<file path="src/design/cdfir_pkg.sv">
`timescale 1ns / 1ps
// ----------------------------------------------------------------------------
// cdfir_pkg: shared definitions of the depthwise causal FIR filter
// Constants, field widths, operation and register codes, and the transaction
// layout that travels from the front part to the arithmetic back part.
// ----------------------------------------------------------------------------
package cdfir_pkg;

  // Fixed formats of the item fields
  localparam int unsigned SAMPLE_BITS = 16;
  localparam int unsigned MAX_TAPS    = 8;
  localparam int unsigned CHANNELS    = 16;
  localparam int unsigned CH_W        = 4;
  localparam int unsigned TAP_W       = 3;
  localparam int unsigned OP_W        = 2;

  // Configuration port
  localparam int unsigned CFG_IDX_W       = 2;
  localparam int unsigned CFG_DATA_W      = 4;
  localparam int unsigned CNT_W           = 4;
  localparam int unsigned TAP_COUNT_RESET = 4;

  // Arithmetic: Q1.15 operands, Q2.30 products, Q9.15 result
  localparam int unsigned OUT_BITS   = 24;
  localparam int unsigned OUT_FRAC   = 15;
  localparam int unsigned FRAC_BITS  = SAMPLE_BITS - 1;
  localparam int unsigned RND_SHIFT  = 2 * FRAC_BITS - OUT_FRAC;
  localparam int unsigned PROD_W     = 2 * SAMPLE_BITS;
  localparam int unsigned ACC_W      = PROD_W + $clog2(MAX_TAPS + 1);

  // Default depth of the queue between front and back
  localparam int unsigned QUEUE_DEPTH = 2;

  typedef enum logic [OP_W-1:0] {
    OP_SAMPLE = 2'd0,
    OP_WEIGHT = 2'd1,
    OP_BIAS   = 2'd2
  } op_e;

  typedef enum logic [1:0] {
    BIAS_NONE = 2'd0,
    BIAS_ADD  = 2'd1,
    BIAS_MUL  = 2'd2
  } bias_sel_e;

  typedef enum logic [CFG_IDX_W-1:0] {
    CFG_TAP_COUNT = 2'd0,
    CFG_TAP_ORDER = 2'd1,
    CFG_BIAS_SEL  = 2'd2
  } cfg_idx_e;

  typedef logic signed [SAMPLE_BITS-1:0] sample_t;
  typedef sample_t [MAX_TAPS-1:0] row_t;

  typedef struct packed {
    logic [CNT_W-1:0] tap_count;
    logic             tap_order;
    logic [1:0]       bias_sel;
  } cfg_t;

  // One sample transaction, with everything the arithmetic needs
  typedef struct packed {
    logic [CH_W-1:0] channel;
    sample_t         sample;
    row_t            history;
    row_t            weights;
    sample_t         bias;
  } q_item_t;

endpackage

</file>
<file path="src/design/cdfir_queue.sv">
`timescale 1ns / 1ps
// ----------------------------------------------------------------------------
// cdfir_queue: short FIFO between front and back parts
// Holds queued sample transactions so that either side can stall alone.
// ----------------------------------------------------------------------------
module cdfir_queue import cdfir_pkg::*; #(
  parameter int unsigned DEPTH = QUEUE_DEPTH
) (
  input  logic    clk_i,
  input  logic    rst_ni,
  input  logic    push_i,
  input  q_item_t item_i,
  output logic    full_o,
  input  logic    pop_i,
  output logic    valid_o,
  output q_item_t item_o
);

  localparam int unsigned PTR_W = (DEPTH > 1) ? $clog2(DEPTH) : 1;
  localparam int unsigned CNT_QW = $clog2(DEPTH + 1);

  q_item_t           mem_q [DEPTH];
  logic [PTR_W-1:0]  wr_ptr_q, wr_ptr_d;
  logic [PTR_W-1:0]  rd_ptr_q, rd_ptr_d;
  logic [CNT_QW-1:0] count_q, count_d;

  assign full_o  = (count_q == CNT_QW'(DEPTH));
  assign valid_o = (count_q != '0);
  assign item_o  = mem_q[rd_ptr_q];

  always_comb begin
    wr_ptr_d = wr_ptr_q;
    rd_ptr_d = rd_ptr_q;
    if (push_i) begin
      wr_ptr_d = (wr_ptr_q == PTR_W'(DEPTH - 1)) ? '0 : wr_ptr_q + 1'b1;
    end
    if (pop_i) begin
      rd_ptr_d = (rd_ptr_q == PTR_W'(DEPTH - 1)) ? '0 : rd_ptr_q + 1'b1;
    end
    case ({push_i, pop_i})
      2'b10:   count_d = count_q + 1'b1;
      2'b01:   count_d = count_q - 1'b1;
      default: count_d = count_q;
    endcase
  end

  always_ff @(posedge clk_i or negedge rst_ni) begin
    if (!rst_ni) begin
      wr_ptr_q <= '0;
      rd_ptr_q <= '0;
      count_q  <= '0;
    end else begin
      wr_ptr_q <= wr_ptr_d;
      rd_ptr_q <= rd_ptr_d;
      count_q  <= count_d;
    end
  end

  always_ff @(posedge clk_i) begin
    if (push_i) begin
      mem_q[wr_ptr_q] <= item_i;
    end
  end

`ifndef SYNTHESIS
  a_no_push_full: assert property (@(posedge clk_i) disable iff (!rst_ni)
    full_o |-> !push_i)
    else $error("queue written while full");
  a_no_pop_empty: assert property (@(posedge clk_i) disable iff (!rst_ni)
    !valid_o |-> !pop_i)
    else $error("queue read while empty");
  a_count_bound: assert property (@(posedge clk_i) disable iff (!rst_ni)
    push_i && !pop_i |=> count_q <= CNT_QW'(DEPTH) && count_q != '0)
    else $error("queue fill count out of range");
`endif

endmodule

</file>
<file path="config.mk">
export PLATFORM = sky130hd
export DESIGN_NAME = cdfir_queue
export DESIGN_NICKNAME = d
export VERILOG_FILES = /design/src/design/cdfir_pkg.sv /design/src/design/cdfir_queue.sv
export SDC_FILE = /design/constraint.sdc
export NUM_CORES = 1
export LEC_CHECK = 0
export ABC_AREA = 1
export ABC_CLOCK_PERIOD_IN_PS = 39200
export BUFFER_PORTS_ARGS = -buffer_cell sky130_fd_sc_hd__buf_2
export CAP_MARGIN = 20
export CORE_ASPECT_RATIO = 0.7
export CORE_UTILIZATION = 40
export CTS_CLUSTER_DIAMETER = 60
export DETAILED_ROUTE_END_ITERATION = 6
export MAX_ROUTING_LAYER = met4
export PLACE_DENSITY = 0.68
export SLEW_MARGIN = 20
export SYNTH_ARGS = -nofsm -noshare
export SYNTH_HDL_FRONTEND = slang
export SYNTH_SLANG_ARGS = --single-unit
export TNS_END_PERCENT = 50
</file>
<file path="constraint.sdc">
create_clock -name clk_i -period 39.2 [get_ports clk_i]
set_input_delay 3.92 -clock clk_i [delete_from_list [all_inputs] [get_ports clk_i]]
set_output_delay 3.92 -clock clk_i [all_outputs]
set_load 0.005 [all_outputs]
</file>
==> reports/results.tsv <==
stage	metric	value	unit
status	status	finished, final reports clean	
critical_path	Reg2Reg Setup Slack	35.60	ns
synth	syn_area_per_cell	14.11	um^2
floorplan	initial core utilization	40.61	%
grt	largest net degree at the start of global routing	152	
timing	final clock skew	0.02115	ns
floorplan	CORE AREA	53830	um^2
critical_path	crit-path max FO	104	
synth	Synth top area share	80.22	%
clocking	register clock-pin slew on the reported worst setup and hold paths	0.06	ns
critical_path	Setup crit start kind	flip-flop	
timing	Max Fclk	0.1180	GHz
critical_path	CP Capture Type	output pin	
detailed_routing	wire per inst	16.84	um
clocking	Hold-fix buffers, CTS	0	
critical_path	crit path cell chain	buf_4, buf_4, buf_4, nand2_1, o21ai_0, buf_2	
critical_path	CP max-delay cell	dfrtp_4	
timing	setup TNS	0	ns
synth	Synth cell types	16	
finish	# nets final	2438	
clocking	clock buffer count from CTS	55	
synth	largest cells by area after synthesis	edfxtp_1 80%, inv_1 5.1%, nand2_1 5.1%	
timing	max_slew headroom	27.05	%
critical_path	crit path from	rd_ptr_q	
placed_design	dpl cell area	25370	um^2
timing	Final WS setup	30.73	ns
detailed_routing	drt first-iter violations	840	
clocking	CTS tree	yes	
finish	number of fill cells	4664	
detailed_routing	Routed Antenna Nets	0	
clocking	clk sink count	588	
critical_path	worst path arrival time	4.55	ns
detailed_routing	detailed-route wire length	49.31	mm
timing	RSZ-0062 raised after global routing	no	
critical_path	crit path capture	item_o[104]	
finish	register area	17640	um^2
timing	final setup violation count	0	
synth	Commonest cells post-synth	584 x edfxtp_1, 298 x inv_1, 298 x nand2_1	
clocking	root buffer cell	clkbuf_16	
timing	Worst-Margin Slew	1.094	ns
critical_path	Largest stage delay, worst path	1.00	ns
floorplan	# rows	71	
placed_design	# port buffers	589	
grt	total gr overflow	0	
placed_design	pre-CTS WS	31.35	ns
finish	multi-input combinational cell area	2645	um^2
critical_path	reg2reg start	wr_ptr_q	
detailed_routing	DR DRC count	0	
synth	FF+latch count, synth	588	
synth	Synth area leader	edfxtp_1	
synth	warnings from Yosys	0	
synth	ys flop type	edfxtp_1	
finish	layout cells sized above 1	30.97	%
finish	Layout Cells excl Fill	2928	
critical_path	R2R depth	4	
critical_path	FF-to-FF End	mem_q[0][178]	
power_and_ir_drop	Leak	11.45	nW
finish	Core Util, Final	50.28	%
placed_design	Detailed Place HPWL	33.97	mm
grt	vias in the first global route	13070	
grt	wire length of the first global-routing pass	71.96	mm
timing	worst hold slack	0.4757	ns
floorplan	io pins	590	
grt	GRT Total Usage	17.49	%
floorplan	die height	197.6	um
floorplan	die area	55610	um^2
critical_path	CP most frequent cell	buf_4	
synth	register area share after synthesis	80.68	%
clocking	clock latency on the worst-skew pair	0.58	ns
finish	Area Growth Syn to Fin	23.83	%
placed_design	Final Wtd Congestion	0.8864	
power_and_ir_drop	power after layout	1.883	mW
clocking	CTS resizes	0	
timing	crit share post-route	21.61	%
synth	EDFF count, synth	584	
synth	Syn Nets	1846	
critical_path	WP data required	35.28	ns
worst_hold_path	Hold Crit Class	reg -> reg	
finish	Finished Cell Area	27070	um^2
clocking	# Post-CTS Setup Buffers	0	
timing	Fin. Hold Viols	0	
power_and_ir_drop	VDD IR max	73.91	uV
timing	min Tclk post-route	8.473	ns
detailed_routing	via count	13310	
grt	initial antenna violation count	15	
job	Max-cap violations	0	
placed_design	Placed Cells	2814	
detailed_routing	vias per cell	4.546	
timing	fin. max-slew vios	0	
detailed_routing	DRT Pass-1 Iters	5	
synth	cell area after synthesis	21860	um^2
clocking	worst-case clock buffer depth	3	
critical_path	crit path kind	reg -> out	
clocking	H-tree depth	2	
power_and_ir_drop	Power Density	69.57	nW/um^2
synth	cells after synthesis	1549	
synth	FFs w/ async S/R, synth	0.6803	%
floorplan	die width	281.4	um
synth	most frequent cell after synthesis	edfxtp_1	
final cells by class:
class                      instances  share of cell area, %
antenna                           15                 0.1387
clock buffer                      67                  5.251
clock inverter                    32                 0.8967
inverter                         298                  4.160
multi-input combinational        598                  9.771
sequential                       588                  65.17
tap                              730                  3.374
timing repair buffer             600                  11.24
power by group:
group	internal, mW	switching, mW	total (mW)
Sequential	0.835	0.0406	0.876
Combinational	0.181	0.327	0.508
Clock	0.277	0.222	0.499
metal layers:
layer | share of wire [%] | GRT usage, % | up-vias
li1 | - | - | 6461
met1 | 40 | 20.70 | 6338
met2 | 50 | 28.64 | 427
met3 | 7.5 | 5.157 | 84
met4 | 2.3 | 5.777 | 0
met5 | 0 | - | -
registers in the layout (all words and copies together) (netlist names):
register,flops
count_q,2
mem_q,584
wr_ptr_q,1
rd_ptr_q,1
how the worst min path moves through the flow:
stage | startpoint | to | slack [ns] | cells past startpoint
after floorplan | count_q[1] | count_q[1] | 0.44 | 2
after global placement | count_q[1] | count_q[1] | 0.46 | 2
after detailed placement | count_q[1] | count_q[1] | 0.46 | 2
after CTS | count_q[1] | count_q[1] | 0.47 | 2
after global routing | count_q[1] | count_q[1] | 0.50 | 2
final | count_q[1] | count_q[1] | 0.48 | 2
layout by cell type, fill, tap and decap left out, drive strengths merged:
cell type	n
nor2	2
xor2	2
diode	15
clkbuf	67
inv	300
nand2	298
buf	600
edfxtp	584
clkinv	26
o21ai	292
clkinvlp	1
nand3	1
ha	1
bufinv	3
dfrtp	4
xnor2	1
nand4	1
worst max-delay path, delay by kind of cell, from the launching register on:
| family | cells | cell delay, ns |
|---|---|---|
| compound gates | 1 | 0.13 |
| buf+inv | 4 | 2.50 |
| flops | 1 | 1.00 |
| simple gates | 1 | 0.13 |
cells by family after synthesis:
family                   synth area share, %
AND/OR/NAND/NOR                        5.203
buffers and inverters                  7.257
flip-flops                             80.68
AO/OA/AOI/OAI                          6.685
adder cells (fa/ha/maj)              0.05723
XOR/XNOR                              0.1202
(Power assumes the default switching activity.)
